$ cat src/bcc_pkg.sv
// Types and constants of the box/circle contact pipeline.
// No dependencies.
`timescale 1ns / 1ps

package bcc_pkg;

	localparam int POS_W   = 32;
	localparam int EXT_W   = 30;
	localparam int DX_W    = 35;
	localparam int RV_W    = 33;
	localparam int SQ_W    = 2 * EXT_W;
	localparam int REM_W   = EXT_W + 2;
	localparam int NL_W    = 17;
	localparam int Q_W     = 17;
	localparam int NUM_W   = EXT_W + NL_W;
	localparam int NRM_W   = 18;
	localparam int PRD_W   = RV_W + NRM_W;
	localparam int DOT_W   = PRD_W + 1;
	localparam int DEP_W   = 31;
	localparam int SEP_W   = 32;
	localparam int NSHIFT  = 16;
	localparam int SQ_CELLS  = EXT_W;
	localparam int DIV_CELLS = Q_W;
	localparam int LATENCY = 5 + SQ_CELLS + 1 + DIV_CELLS + 4;

	typedef struct packed {
		logic                    vld;
		logic                    nohit;
		logic                    degen;
		logic [EXT_W-1:0]        r;
		logic                    sgnx;
		logic                    sgny;
		logic [EXT_W-1:0]        magx;
		logic [EXT_W-1:0]        magy;
		logic signed [RV_W-1:0]  rx;
		logic signed [RV_W-1:0]  ry;
		logic [SQ_W-1:0]         sq;
		logic [REM_W-1:0]        rem;
		logic [EXT_W-1:0]        root;
		logic [EXT_W-1:0]        depth;
		logic [EXT_W-1:0]        remx;
		logic [EXT_W-1:0]        remy;
		logic [NL_W-1:0]         nlox;
		logic [NL_W-1:0]         nloy;
		logic [Q_W-1:0]          qx;
		logic [Q_W-1:0]          qy;
	} item_t;

endpackage

$ cat src/bcc_div_cell.sv
// One quotient bit of the two normal-component divisions (x and y lanes).
// Depends on bcc_pkg.
`timescale 1ns / 1ps

module bcc_div_cell (
	input  logic           clk,
	input  logic           arst_n,
	input  bcc_pkg::item_t d,
	output bcc_pkg::item_t q
);
	import bcc_pkg::*;

	logic [EXT_W:0] dv;
	logic [EXT_W:0] tx;
	logic [EXT_W:0] ty;
	logic           takex;
	logic           takey;
	item_t          nxt;
	item_t          pay_q;
	logic           vld_q;

	always_comb begin
		nxt   = d;
		dv    = {1'b0, d.root};
		tx    = {d.remx, d.nlox[NL_W-1]};
		ty    = {d.remy, d.nloy[NL_W-1]};
		takex = (tx >= dv);
		takey = (ty >= dv);
		nxt.remx = takex ? EXT_W'(tx - dv) : tx[EXT_W-1:0];
		nxt.remy = takey ? EXT_W'(ty - dv) : ty[EXT_W-1:0];
		nxt.nlox = {d.nlox[NL_W-2:0], 1'b0};
		nxt.nloy = {d.nloy[NL_W-2:0], 1'b0};
		nxt.qx   = {d.qx[Q_W-2:0], takex};
		nxt.qy   = {d.qy[Q_W-2:0], takey};
	end

	always_ff @(posedge clk or negedge arst_n) begin
		if (!arst_n) begin
			vld_q <= 1'b0;
		end else begin
			vld_q <= d.vld;
		end
	end

	always_ff @(posedge clk) begin
		pay_q <= nxt;
	end

	always_comb begin
		q     = pay_q;
		q.vld = vld_q;
	end

endmodule

$ cat config.mk
export PLATFORM = sky130hd
export DESIGN_NAME = bcc_div_cell
export DESIGN_NICKNAME = d
export VERILOG_FILES = /design/src/bcc_pkg.sv /design/src/bcc_div_cell.sv
export SDC_FILE = /design/constraint.sdc
export NUM_CORES = 1
export LEC_CHECK = 0
export BUFFER_PORTS_ARGS = -buffer_cell sky130_fd_sc_hd__buf_4
export CORE_AREA = 5 5 338 340
export DETAILED_ROUTE_END_ITERATION = 10
export DIE_AREA = 0 0 343 345
export GPL_ROUTABILITY_DRIVEN = 1
export PLACE_DENSITY = 0.36
export SETUP_SLACK_MARGIN = 0.02
export SLEW_MARGIN = 20
export SYNTH_ARGS = -nofsm -noshare
export SYNTH_HDL_FRONTEND = slang
export SYNTH_SLANG_ARGS = --single-unit
export TNS_END_PERCENT = 50
$ cat constraint.sdc
create_clock -name clk -period 0.9 [get_ports clk]
set_input_delay 0.27 -clock clk [delete_from_list [all_inputs] [get_ports clk]]
set_output_delay 0.27 -clock clk [all_outputs]
set_load 0.01 [all_outputs]
=== Word level (Yosys, flattened, before mapping) ===
Cells that the tools add are included.

* Add/sub/neg operators: 2
* Order comparisons: 2
* Reduce and logical (&&, ||, !) cells: 0
* Muxes and demuxes: 2
* Bitwise logic cells: 0
* Multipliers: 0
* Shifts and indexed selects: 0
* Div/mod/pow operators: 0
* Eq/ne operators: 0

{| class="wikitable"
|+ Operators with widths
! cell !! number
|-
| $ge 31x30->1 || 2
|-
| $mux 30 || 2
|-
| $sub 30x30->30 || 2
|}

* Word-level logic and storage cells: 26
* Flip-flop bits (word level): 439
* Input port bits: 443
* Bits in read-only memories: 0
* RAM bits: 0
* Memories: 0
* Output and inout bits: 441
* Latch bits: 0

=== Logic depth before layout (Yosys ltp) ===
* Word-level depth: 2
* Gate-level depth with buffers: 13
* Depth with buffers taken out: 11

=== Worst setup path before layout ===
No wires, ideal clock.

* Path kind: in2reg
* Start: in d[161] in the netlist's numbering
* End: reg pay_q (netlist bit q[102])
* Library setup time: 0.121 ns
* Path buffers: 2
* Path slack: -2.114 ns
* Cell stages on the path: 13
* Required time: 0.779 ns
* Data arrival time: 2.893 ns
* Cell sequence: inv_1 -> ha_1 -> a21o_1 -> a21oi_2 -> a211oi_1 -> o311a_1 -> o311a_4 -> o311a_1 -> buf_6 -> nor2_8 -> inv_4 -> buf_6 -> mux2_4

{| class="wikitable"
|+ RTL lines
! element !! RTL line !! source
|-
| start, declared || bcc_div_cell.sv:8 || <nowiki>input bcc_pkg::item_t d,</nowiki>
|-
| end signal, assigned || bcc_div_cell.sv:46 || <nowiki>pay_q <= nxt;</nowiki>
|-
| end, declared || bcc_div_cell.sv:19 || <nowiki>item_t pay_q;</nowiki>
|}

==> metrics.txt <==
VDD IR max 0.001368 V; hold crit path type in2reg; worst path arrival time 2790 ps; Initial Utilization a little under an eighth; largest net degree at the start of global routing 18; DR pass1 iterations 5; # fillers roughly 12000; I/O pins approximately 900; WHS -123.9 ps; via count roughly 15000; Worst EP required about 1400 ps; EDFF count, synth 0; FF/Latch Area roughly 9200 um^2; post-synthesis simple-gate area fraction 7.910%; initial antenna violation count 60; WL final around 120000 um; core area between 100000 and 150000 um^2; drt drc 0; post-synthesis mux area share slightly below 2%; CTS sink cnt approximately 440; CTS tree done; Slew Limit Fails 0; Final WS setup -1354 ps; Max stage delay on crit path 370 ps; ys async rst share less than 1%; hold endpoint q[98]$_DFF_P_; failing checks negative hold slack, negative setup slack; synth warn 0; H-tree lvl count 2; Multi-input gate area about 5000 um^2; clk buf depth 3; final hold vios 1; share of cells above drive strength 1 around 64%; Post-Syn Area around 13000 um^2; number of global-route vias before repair 16410; Synth top cells by count dfxtp_1 (438), ha_1 (60), a21oi_1 (59), o21ai_0 (55), nand2_1 (54); cts hold-fix bufs roughly 440; register area share after synthesis between 60% and 70%; Synth Area in Compound Gates between 10% and 20%; Iter 0 DRT Violations roughly 620; via density per instance approximately 3.5; Root Driver clkbuf_16; routed len/inst about 28 um; post-route clock period utilization 250.4%; Cell Pwr Density roughly 1900 nW/um^2; Max Cap Violations 0; most common cell in the netlist dfxtp_1; Post-Synth XOR/XNOR Area under 10%; largest family of logic cells by synthesized area compound AO/OA/AOI/OAI gates; total negative slack -282670 ps; slowest stage cell, crit path o311a_4; area grow syn2layout 157.5%; Synth Flop Type dfxtp_1; cell breakdown of the critical path buf_4, ha_4, a21oi_4, o211a_1, nor3_1, o311a_4, o311a_4, o311a_4, nor2_8, inv_8, buf_12, mux2_4; gr usage total between 10% and 20%; register bit total from synthesis approximately 440; Crit Path Class in2reg; GRT overflow 0; CP most frequent cell o311a_4; Distinct cells, synth 69; top cell type's share of synthesized area between 60% and 70%; Final setup viols 501; ranking of synthesized cells by area dfxtp_1 (68%), ha_1 (5.8%), a21oi_1 (2.3%), o21ai_0 (2.1%), xnor2_1 (1.8%); first-pass GRT wire length ~150000 um; RSZ-0062 raised after global routing true; antenna-violating nets left 0; Worst setup SP type input port; Site Rows 123; fmax 443.7 MHz; static leakage about 15 nW; status complete, but fails checks; Hold Crit Start d[67]; DP Wirelength between 90000 and 100000 um; Clock transition at path regs roughly 60 ps; DP Area between 20000 and 25000 um^2; die area between 100000 and 150000 um^2; Min Clock Period, post-route 2254 ps; adder-cell area share of the yosys netlist 6.089%; CP Capture Type flip-flop; Cells on Worst Hold Path 3; Avg Cell Area, Syn 12.30 um^2; Critical Path Fanout Max 6; GPL Wtd Cong a little under 0.9; Chip Height approximately 350 um; TritonCTS buffer count a little under 60; biggest area consumer among synthesized cells dfxtp_1; Nets approximately 3200; final instance area 33430 um^2; synthesized instance count approximately 1100; Die X 343 um; port bufs roughly 880
layout by cell type (no fill, tap or decap), types with 15 or more instances in the layout:
| cell | Yosys | layout |
|---|---|---|
| a21o_1 | 25 | 25 |
| a21oi_1 | 59 | 34 |
| a21oi_2 | 1 | 19 |
| buf_12 | 0 | 17 |
| buf_4 | 3 | 799 |
| buf_6 | 3 | 314 |
| buf_8 | 0 | 32 |
| clkbuf_16 | 0 | 58 |
| clkinvlp_4 | 0 | 19 |
| dfxtp_1 | 438 | 132 |
| dfxtp_2 | 0 | 292 |
| diode_2 | 0 | 31 |
| dlygate4sd3_1 | 0 | 438 |
| ha_1 | 60 | 27 |
| ha_4 | 0 | 32 |
| inv_1 | 48 | 25 |
| nand2_1 | 54 | 47 |
| nor2_1 | 31 | 30 |
| nor3_1 | 28 | 15 |
| o21ai_0 | 55 | 22 |
| o21ai_1 | 0 | 24 |
| xnor2_1 | 26 | 24 |
flip-flops by register name, indices dropped and copies added, names as in the netlist:
name / flops
q: 438
vld_q: 1
cell families (layout without fill, tap and decap cells):
kind of cell | count (synthesis) | after routing
other cells | 1 | 33
mux | 19 | 19
fa+ha+maj | 62 | 62
simple gates | 201 | 201
compound gates | 224 | 224
xor+xnor | 40 | 40
buf+inv | 70 | 1761
flops | 439 | 439
critical path, delay by kind of cell:
family / cells / cell delay (ps)
multiplexers: 1 / 290
AO/OA/AOI/OAI: 5 / 1370
adder cells (fa/ha/maj): 1 / 260
buffers and inverters: 3 / 360
AND/OR/NAND/NOR: 2 / 220
per-stage QoR:
step	hold WS [ps]	instances	power [mW]	utilization, %	worst slack (ps)
after floorplan	-25.59	1057	25.19	-	-1954
after global placement	47.52	3656	32.85	20.99	-2236
after detailed placement	46.78	3656	32.78	20.99	-2263
after CTS	-194.6	4237	62.79	28.96	-1326
after global routing	-150.3	4269	65.03	30.03	-1368
final	-123.9	4279	62.35	30.05	-1354
power by group:
part	internal, mW	switching, mW
sequential	21.1	0.832
clock	15.3	10.4
combinational	8.19	6.46
total	44.6	17.7
repair_timing:
action / CTS / global route
pin swaps: 69 / 35
gates cloned: 3 / 0
hold endpoints to repair: 438 / 1
buffers inserted: 31 / 13
setup endpoints to repair: 501 / 501
gates resized for setup: 633 / 321
worst max-delay path by stage:
stage,startpoint,end
detailed placement,d[165],q[118]$_DFF_P_
global placement,d[164],q[118]$_DFF_P_
CTS,d[161],q[118]$_DFF_P_
global route,d[169],q[116]$_DFF_P_
finish,d[107],q[118]$_DFF_P_
floorplan,d[161],q[102]$_DFF_P_
routing by layer:
metal	part of all wire (%)	track usage, %	vias up
li1	-	-	7005
met4	2.7	4.169	18
met3	10	8.212	149
met1	42	23.11	7323
met2	45	30.79	637
met5	0.097	0	-
layout make-up:
type	count	area share, %
multi-input combinational	548	15.25
timing repair buffer	1602	44.25
antenna	31	0.2320
sequential	439	27.55
inverter	50	0.7784
clock inverter	37	1.557
tap	1500	5.613
clock buffer	72	4.768
(Power assumes the default switching activity.)
