--- src/bcc_pkg.sv ---
// Types and constants of the box/circle contact pipeline.
// No dependencies.
`timescale 1ns / 1ps

package bcc_pkg;

	localparam int POS_W   = 32;
	localparam int EXT_W   = 30;
	localparam int DX_W    = 35;
	localparam int RV_W    = 33;
	localparam int SQ_W    = 2 * EXT_W;
	localparam int REM_W   = EXT_W + 2;
	localparam int NL_W    = 17;
	localparam int Q_W     = 17;
	localparam int NUM_W   = EXT_W + NL_W;
	localparam int NRM_W   = 18;
	localparam int PRD_W   = RV_W + NRM_W;
	localparam int DOT_W   = PRD_W + 1;
	localparam int DEP_W   = 31;
	localparam int SEP_W   = 32;
	localparam int NSHIFT  = 16;
	localparam int SQ_CELLS  = EXT_W;
	localparam int DIV_CELLS = Q_W;
	localparam int LATENCY = 5 + SQ_CELLS + 1 + DIV_CELLS + 4;

	typedef struct packed {
		logic                    vld;
		logic                    nohit;
		logic                    degen;
		logic [EXT_W-1:0]        r;
		logic                    sgnx;
		logic                    sgny;
		logic [EXT_W-1:0]        magx;
		logic [EXT_W-1:0]        magy;
		logic signed [RV_W-1:0]  rx;
		logic signed [RV_W-1:0]  ry;
		logic [SQ_W-1:0]         sq;
		logic [REM_W-1:0]        rem;
		logic [EXT_W-1:0]        root;
		logic [EXT_W-1:0]        depth;
		logic [EXT_W-1:0]        remx;
		logic [EXT_W-1:0]        remy;
		logic [NL_W-1:0]         nlox;
		logic [NL_W-1:0]         nloy;
		logic [Q_W-1:0]          qx;
		logic [Q_W-1:0]          qy;
	} item_t;

endpackage

--- src/bcc_sqrt_cell.sv ---
// One digit of the integer square root chain: two radicand bits in, one root bit out.
// Depends on bcc_pkg.
`timescale 1ns / 1ps

module bcc_sqrt_cell (
	input  logic           clk,
	input  logic           arst_n,
	input  bcc_pkg::item_t d,
	output bcc_pkg::item_t q
);
	import bcc_pkg::*;

	logic [REM_W-1:0] rsh;
	logic [REM_W-1:0] trial;
	logic             take;
	item_t            nxt;
	item_t            pay_q;
	logic             vld_q;

	always_comb begin
		nxt   = d;
		rsh   = {d.rem[REM_W-3:0], d.sq[SQ_W-1 -: 2]};
		trial = {d.root, 2'b01};
		take  = (rsh >= trial);
		nxt.rem  = take ? (rsh - trial) : rsh;
		nxt.root = {d.root[EXT_W-2:0], take};
		nxt.sq   = {d.sq[SQ_W-3:0], 2'b00};
	end

	always_ff @(posedge clk or negedge arst_n) begin
		if (!arst_n) begin
			vld_q <= 1'b0;
		end else begin
			vld_q <= d.vld;
		end
	end

	always_ff @(posedge clk) begin
		pay_q <= nxt;
	end

	always_comb begin
		q     = pay_q;
		q.vld = vld_q;
	end

endmodule

--- config.mk ---
export PLATFORM = sky130hd
export DESIGN_NAME = bcc_sqrt_cell
export DESIGN_NICKNAME = d
export VERILOG_FILES = /design/src/bcc_pkg.sv /design/src/bcc_sqrt_cell.sv
export SDC_FILE = /design/constraint.sdc
export NUM_CORES = 1
export LEC_CHECK = 0
export BUFFER_PORTS_ARGS = -buffer_cell sky130_fd_sc_hd__buf_4
export CAP_MARGIN = 25
export CORE_AREA = 8 8 337 339
export CTS_BUF_LIST = sky130_fd_sc_hd__clkbuf_8
export DETAILED_ROUTE_END_ITERATION = 10
export DIE_AREA = 0 0 345 347
export HOLD_SLACK_MARGIN = 0.15
export PLACE_DENSITY_LB_ADDON = 0.1
export REMOVE_ABC_BUFFERS = 1
export SLEW_MARGIN = 20
export SYNTH_ARGS = -nofsm -noshare
export SYNTH_HDL_FRONTEND = slang
export SYNTH_SLANG_ARGS = --single-unit
--- constraint.sdc ---
create_clock -name clk -period 0.8 [get_ports clk]
set_input_delay 0.08 -clock clk [delete_from_list [all_inputs] [get_ports clk]]
set_output_delay 0.08 -clock clk [all_outputs]
set_load 0.02 [all_outputs]
==> metrics.md, run 1 <==
| Metric | Value |
|---|---|
| Initial cell density of the core | 10.24% |
| Area fraction of the dominant cell type after synthesis | 79.20% |
| Clock root cell | clkbuf_8 |
| Clock sink count | 439 |
| Synth cell types | 63 |
| I/O Buffers | 879 |
| Stopped at | 4_1_cts |
| Die Y | 347 microns |
| Yosys warning total | 0 |
| Inst Count DP | 3199 |
| Stop Error | [ERROR RSZ-0060] Max buffer count reached. |
| I/O pin count | 884 |
| Synth top area cells | dfxtp_1 79%, ha_1 3.6%, a21o_1 1.5% |
| Part of the Yosys area used for sequential elements | 79.42% |
| Detailed placement HPWL | 62.78 mm |
| CTS Hold Bufs | 675 |
| Post-cts sizing count | 1004 |
| Post-CTS Setup Bufs | 15 |
| Post-synth ARST share | 0.2278% |
| GP Congestion | 0.7439 |
| Synth Instances | 783 |
| Die width | 345 microns |
| Number of flops mapped to enable cells by yosys | 0 |
| Synth Area per Inst | 14.14 sq um |
| Mapped Area | 11070 sq um |
| #FFs+latches synth | 439 |
| Clk buf depth | 3 |
| Outcome | stopped before the end |
| Yosys top cell by area | dfxtp_1 |
| Rows | 121 |
| Num CTS Buffers | 90 |
| H-tree depth | 3 |
| Top_reg_cell synth | dfxtp_1 |
synth_stat cells, types with 2 or more instances:
cell / n
o211ai_1: 5
dfxtp_1: 438
ha_1: 32
o21bai_1: 4
nor2b_1: 2
nand3_2: 2
or3_1: 2
a211oi_1: 2
o21ai_0: 16
o31a_1: 4
buf_2: 11
or4_1: 3
nand2b_1: 3
o21ba_2: 2
a21o_1: 22
nor2_1: 21
and3_1: 3
o21ai_1: 5
inv_1: 42
o311ai_1: 2
clkbuf_1: 2
a31oi_1: 4
xor2_1: 9
a21oi_1: 33
or2_2: 3
nand3_1: 9
o21a_1: 5
nand2_1: 32
xnor2_1: 12
buf_4: 3
nand4_1: 3
nor4_1: 2
nor3_1: 9
o31ai_1: 6
nor3b_1: 2
per-stage QoR:
stage | area (sq um) | utilization (%) | hold slack [ns] | worst slack (ns)
3_5_place_dp | 20410 | 18.88 | -0.1405 | -1.966
3_3_place_gp | 20410 | 18.88 | -0.1438 | -1.952
2_1_floorplan | 10990 | - | -0.2156 | -2.269
cells by family after synthesis:
logic type | synth area share (%)
AO/OA/AOI/OAI | 8.216
XOR/XNOR | 1.661
adder cells (fa/ha/maj) | 3.616
buffers and inverters | 2.192
flip-flops | 79.42
multiplexers | 0.09041
other | 0.03387
AND/OR/NAND/NOR | 4.769
==> run 2, diff against run 1 <==
--- a/config.mk
+++ b/config.mk
@@ -7,12 +7,10 @@
 export LEC_CHECK = 0
 export BUFFER_PORTS_ARGS = -buffer_cell sky130_fd_sc_hd__buf_4
 export CAP_MARGIN = 25
-export CORE_AREA = 8 8 337 339
-export CTS_BUF_LIST = sky130_fd_sc_hd__clkbuf_8
+export CORE_AREA = 8 8 335 337
 export DETAILED_ROUTE_END_ITERATION = 10
-export DIE_AREA = 0 0 345 347
-export HOLD_SLACK_MARGIN = 0.15
-export PLACE_DENSITY_LB_ADDON = 0.1
+export DIE_AREA = 0 0 343 345
+export PLACE_DENSITY_LB_ADDON = 0.15
 export REMOVE_ABC_BUFFERS = 1
 export SLEW_MARGIN = 20
 export SYNTH_ARGS = -nofsm -noshare
==> metrics.md, run 2 <==
| Metric | Value |
|---|---|
| Outcome | complete, but fails checks |
| Violated checks | hold timing, setup timing |
| Power per cell area | 2113 nW/um^2 |
| Number of flops mapped to enable cells by yosys | 0 |
| Final Total Pwr | 62720 uW |
| Num CTS Buffers | 54 |
| Synth top area cells | dfxtp_1 79%, ha_1 3.6%, a21o_1 1.5% |
| Clock sink count | 439 |
| GP Congestion | 0.7700 |
| Final setup fails | 472 |
| Largest net degree at the start of global routing | 16 |
| Clock root cell | clkbuf_16 |
| Part of the Yosys area used for sequential elements | 79.42% |
| Area growth from synthesis to layout | 168.1% |
| Rows | 120 |
| Hold EP | q[169] |
| Fin. max-slew vios | 0 |
| Most frequent cells in the layout | 575 x buf_4, 444 x dlygate4sd3_1, 439 x buf_6 |
| Synthesized-area fraction occupied by xor and xnor cells | 1.661% |
| Vias in the first global route | 13572 |
| Synth cell count leaders | 438 x dfxtp_1, 42 x inv_1, 33 x a21oi_1 |
| Most common cell after layout, fill and taps aside | buf_4 |
| Max Freq | 540.5 MHz |
| Core Util, Final | 27.84% |
| First-pass GRT wire length | 102.4 mm |
| Final period util | 231.3% |
| Avg Vias per Cell | 3.143 |
| Yosys top cell by area | dfxtp_1 |
| Layout cells sized above 1 | 69.60% |
| Most common cell in the netlist | dfxtp_1 |
| Pleak | 0.01318 uW |
| Wire per inst | 20.11 microns |
| Worst vdd ir | 0.001613 V |
| I/O pin count | 884 |
| Synth Instances | 783 |
| RSZ-0062 raised after global routing | true |
| Crit. End Element | register |
| Post-synthesis adder-cell area fraction | 3.616% |
| Antenna-violating nets left | 0 |
| Vias post-DR | 11799 |
| Hold Path Cell Cnt | 1 |
| WS Path Type | primary input to register |
| Mapped Area | 11070 sq um |
| Largest register FFs | 438 |
| First-pass detailed-route iteration total | 4 |
| Total GRT Usage | 12.02% |
| Initial antenna violation count | 17 |
| Compound-gate portion of the synthesized area | 8.216% |
| Clk buf depth | 3 |
| Startpoint types | primary input |
| Post-synth ARST share | 0.2278% |
| CTS clk-pin slew, worst paths | 0.06 ns |
| Die width | 343 microns |
| WP data required | 1.38 ns |
| Simple logic cell fraction of the synthesized area | 4.769% |
| Aggregate routed wire length | 75.48 mm |
| Die Y | 345 microns |
| Pre-CTS setup slack | -2.086 ns |
| #FFs+latches synth | 439 |
| Grt ovf | 0 |
| PnR worst setup slack | -1.050 ns |
| H-tree depth | 2 |
| Yosys warning total | 0 |
| Final Net Count | 2773 |
| Worst Hold Class | primary input to register |
| Final hold violation count | 7 |
| Synth Area per Inst | 14.14 sq um |
| Critical path arrival | 2.43 ns |
| # DRC | 0 |
| Crit path time final | 1.850 ns |
| Core area | 106600 sq um |
| Main combinational cell family by area after synthesis | compound AO/OA/AOI/OAI gates |
| Fill cells | 11104 |
| Hold slack | -0.4458 ns |
| CTS tree | done |
| Total of max-cap violations | 0 |
| Worst-path fanout max | 7 |
| Hold path start | d[168] |
| Synth cell types | 63 |
| I/O Buffers | 879 |
| Top_reg_cell synth | dfxtp_1 |
| Die area | 118300 sq um |
| Area fraction of the dominant cell type after synthesis | 79.20% |
| Drt initial violations | 346 |
| Final Instance Area | 29680 sq um |
| Initial cell density of the core | 10.39% |
| Placed cell areas | 20440 sq um |
| Post-synthesis mux area share | 0.09041% |
| Detailed placement HPWL | 61.22 mm |
run 2: cell counts after synthesis:
No cell type changed its count.
run 2: critical path, stage by stage:
cell	delay [ns]
buf_8	0.08
clkinvlp_4	0.16
ha_4	0.33
buf_6	0.11
nand4_1	0.12
nor2_2	0.21
a21oi_2	0.09
a22oi_2	0.16
o21ai_2	0.08
o21a_4	0.23
buf_12	0.14
buf_6	0.11
or4_1	0.40
nand3b_1	0.10
run 2: metrics by stage:
stage	std cells	hold WS, ns	TNS, ns
finish	3754	-0.4458	-185.72
global route	3749	-0.5173	-218.52
CTS	3732	-0.5324	-222.30
detailed placement	3192	-0.1413	-66.18
global placement	3192	-0.1425	-67.68
floorplan	768	-0.2156	-64.45
run 2: final cells by class:
class                   instances  area, sq um  area share (%)
multi-input cells             287         2536           8.544
inverters                      42        173.9          0.5859
clock inverters                17        279.0          0.9400
well taps                    1403         1755           5.914
clock buffers                  80         1580           5.324
flip-flops and latches        439         9348           31.49
repair buffers               1474        13980           47.10
diodes                         12        30.03          0.1012
run 2: cell families (layout without fill, tap and decap cells):
family / after synthesis / in the layout
DFF: 439 / 439
AOI/OAI and AO/OA: 127 / 127
and+or+nand+nor: 104 / 104
buffers and inverters: 58 / 1613
adders and majority gates: 32 / 32
xor gates and xnor gates: 21 / 21
other: 1 / 14
muxes: 1 / 1
run 2: power breakdown:
part,switching [uW],internal (uW),leakage (uW)
Sequential,724,23600,0.00371
Combinational,5580,7170,0.00858
Clock,10400,15300,0.000884
Total,16700,46000,0.0132
run 2: metal layers:
layer / wire length, microns / global-route usage [%] / part of all wire [%] / vias to the layer above
met5: 48 / 0 / 0.064 / -
met4: 1508 / 2.661 / 2.0 / 8
met3: 6909 / 4.700 / 9.2 / 82
met2: 40780 / 23.27 / 54 / 464
met1: 26230 / 11.89 / 35 / 5594
li1: - / - / - / 5651
run 2: repair_timing:
item	4_1_cts	5_1_grt
cloned	0	1
hold endpoints to repair	439	13
pin swaps	33	16
setup buffers	7	5
gates resized for setup	950	54
endpoints found under the setup margin	472	472
hold buffers	438	6
run 2: how the worst max path moves through the flow:
stage | cells after the start | startpoint | to
final | 14 | d[175] | q[219]
after global routing | 14 | d[171] | q[219]
after CTS | 14 | d[175] | q[219]
after detailed placement | 15 | d[175] | q[202]
after global placement | 15 | d[175] | q[206]
after floorplan | 11 | d[158] | q[217]
No activity file was read; power rests on OpenSTA's default activity.
==> run 3, diff against run 2 <==
==> constraint.sdc (replaced) <==
create_clock -name clk -period 1.5 [get_ports clk]
set_input_delay 0.15 -clock clk [delete_from_list [all_inputs] [get_ports clk]]
set_output_delay 0.15 -clock clk [all_outputs]
set_load 0.02 [all_outputs]
==> metrics.md, run 3 (synthesis results as in run 2) <==
| Metric | Value |
|---|---|
| I/O pin count | 884 |
| Outcome | complete, but fails checks |
| Initial cell density of the core | 10.39% |
| Initial antenna violation count | 16 |
| WP data required | 2.05 ns |
| Inst Count DP | 3192 |
| I/O Buffers | 879 |
| Worst vdd ir | 0.0008804 V |
| GP Congestion | 0.7722 |
| Critical path arrival | 2.51 ns |
| Clock sink count | 439 |
| Max Freq | 510.6 MHz |
| Slowest stage delay, CP | 0.40 ns |
| Total GRT Usage | 11.79% |
| Die Y | 345 microns |
| Register share of total power | 38.5% |
| Hold slack | -0.3881 ns |
| Antenna-violating nets left | 0 |
| Clk buf depth | 3 |
| Power per cell area | 1202 nW/um^2 |
| Drt initial violations | 336 |
| First-pass GRT wire length | 100.1 mm |
| WS Path Type | primary input to register |
| Fin. max-slew vios | 0 |
| CTS tree | done |
| Wire per inst | 19.73 microns |
| Final Net Count | 2768 |
| Crit path time final | 1.959 ns |
| Grt ovf | 0 |
| # DRC | 0 |
| Avg Vias per Cell | 3.130 |
| Slowest cell on the critical path | or4_1 |
| Pleak | 0.01262 uW |
| Switching share of total power | 26.64% |
| Vias in the first global route | 13169 |
| Detailed placement HPWL | 61.09 mm |
| PnR worst setup slack | -0.4587 ns |
| Num CTS Buffers | 55 |
| Die area | 118300 sq um |
| Final Total Pwr | 32840 uW |
| Largest net degree at the start of global routing | 16 |
| Most frequent cells in the layout | 1016 x buf_4, 439 x dlygate4sd3_1, 438 x dfxtp_1 |
| Cell Count, Final, Fillers Out | 3751 |
| Worst path cell trace | buf_4, inv_1, ha_4, nand3_4, buf_4, nor3_2, nand4_1, o211ai_1, o21ai_1, o21a_2, buf_12, buf_6, or4_1, nand3b_1 |
| Most common cell after layout, fill and taps aside | buf_4 |
| CTS Hold Bufs | 439 |
| H-tree depth | 2 |
| Violated checks | hold timing, setup timing |
| Final period util | 130.6% |
| Aggregate routed wire length | 74.02 mm |
| Total of max-cap violations | 0 |
| CTS clk-pin slew, worst paths | 0.06 ns |
| Final setup TNS | -11.32 ns |
| RSZ-0062 raised after global routing | true |
| Rows | 120 |
| Die width | 343 microns |
| Final setup fails | 33 |
| Vias post-DR | 11741 |
| Gate power share | 18.9% |
| Largest register FFs | 438 |
| Cell Int Power | 24090 uW |
| Final hold violation count | 2 |
| Clock root cell | clkbuf_16 |
| Startpoint types | primary input |
| Layout cells sized above 1 | 50.94% |
| Worst Hold Class | primary input to register |
| Clock network power share | 42.5% |
| First-pass detailed-route iteration total | 4 |
| Core area | 106600 sq um |
| Area growth from synthesis to layout | 146.8% |
| P_sw | 8748 uW |
| Crit. End Element | register |
| Worst-path fanout max | 6 |
| Most common cell on crit path | buf_4 |
[run 3: stage by stage]
stage / hold WS (ns) / utilization (%) / area [sq um] / setup slack (ns)
floorplan: -0.1456 / - / 10990 / -1.639
global placement: -0.07247 / 19.17 / 20440 / -1.517
detailed placement: -0.06972 / 19.17 / 20440 / -1.561
CTS: -0.4573 / 25.46 / 27140 / -0.4169
global route: -0.4336 / 25.62 / 27310 / -0.5625
finish: -0.3881 / 25.63 / 27320 / -0.4587
[run 3: final cells by class]
| class | instances | area, sq um |
|---|---|---|
| timing repair buffer | 1468 | 12190 |
| antenna | 12 | 30.03 |
| sequential | 439 | 8793 |
| clock buffer | 76 | 1575 |
| tap | 1403 | 1755 |
| fill | 11321 | 79280 |
| clock inverter | 24 | 341.6 |
| inverter | 42 | 168.9 |
| multi-input combinational | 287 | 2465 |
[run 3: repair_timing]
item	4_1_cts	5_1_grt
hold endpoints to repair	439	2
pin swaps	34	13
gates resized for setup	71	20
setup endpoints to repair	33	33
buffers inserted	6	7
[run 3: power by group through the flow]
stage / sequential, uW / combinational, uW / clock (uW)
after floorplan: 13800 / 812 / 0
after global placement: 12900 / 5080 / 0
after detailed placement: 12900 / 5070 / 0
after CTS: 12700 / 6300 / 14600
after global routing: 12700 / 6640 / 15000
final: 12600 / 6220 / 14000
[run 3: final timing paths]
check | start | end | slack [ns] | cells past startpoint
setup / recovery | d[171] | q[219] | -0.46 | 14
hold / removal | d[175] | q[176] | -0.39 | 1
max in group asynchronous | arst_n | vld_q | 1.02 | 3
min in group asynchronous | arst_n | vld_q | 0.38 | 3
[run 3: critical path: cells and delay by family]
| kind | cells | cell delay (ns) |
|---|---|---|
| simple gates | 5 | 0.97 |
| buf+inv | 5 | 0.56 |
| compound gates | 3 | 0.54 |
| fa+ha+maj | 1 | 0.28 |
[run 3: per-layer routing]
| metal | GRT usage (%) | routed length, microns | vias to the layer above |
|---|---|---|---|
| li1 | - | - | 5649 |
| met1 | 11.68 | 25780 | 5486 |
| met2 | 21.56 | 37900 | 487 |
| met3 | 4.858 | 7075 | 109 |
| met4 | 4.893 | 3205 | 10 |
| met5 | 0 | 63 | - |
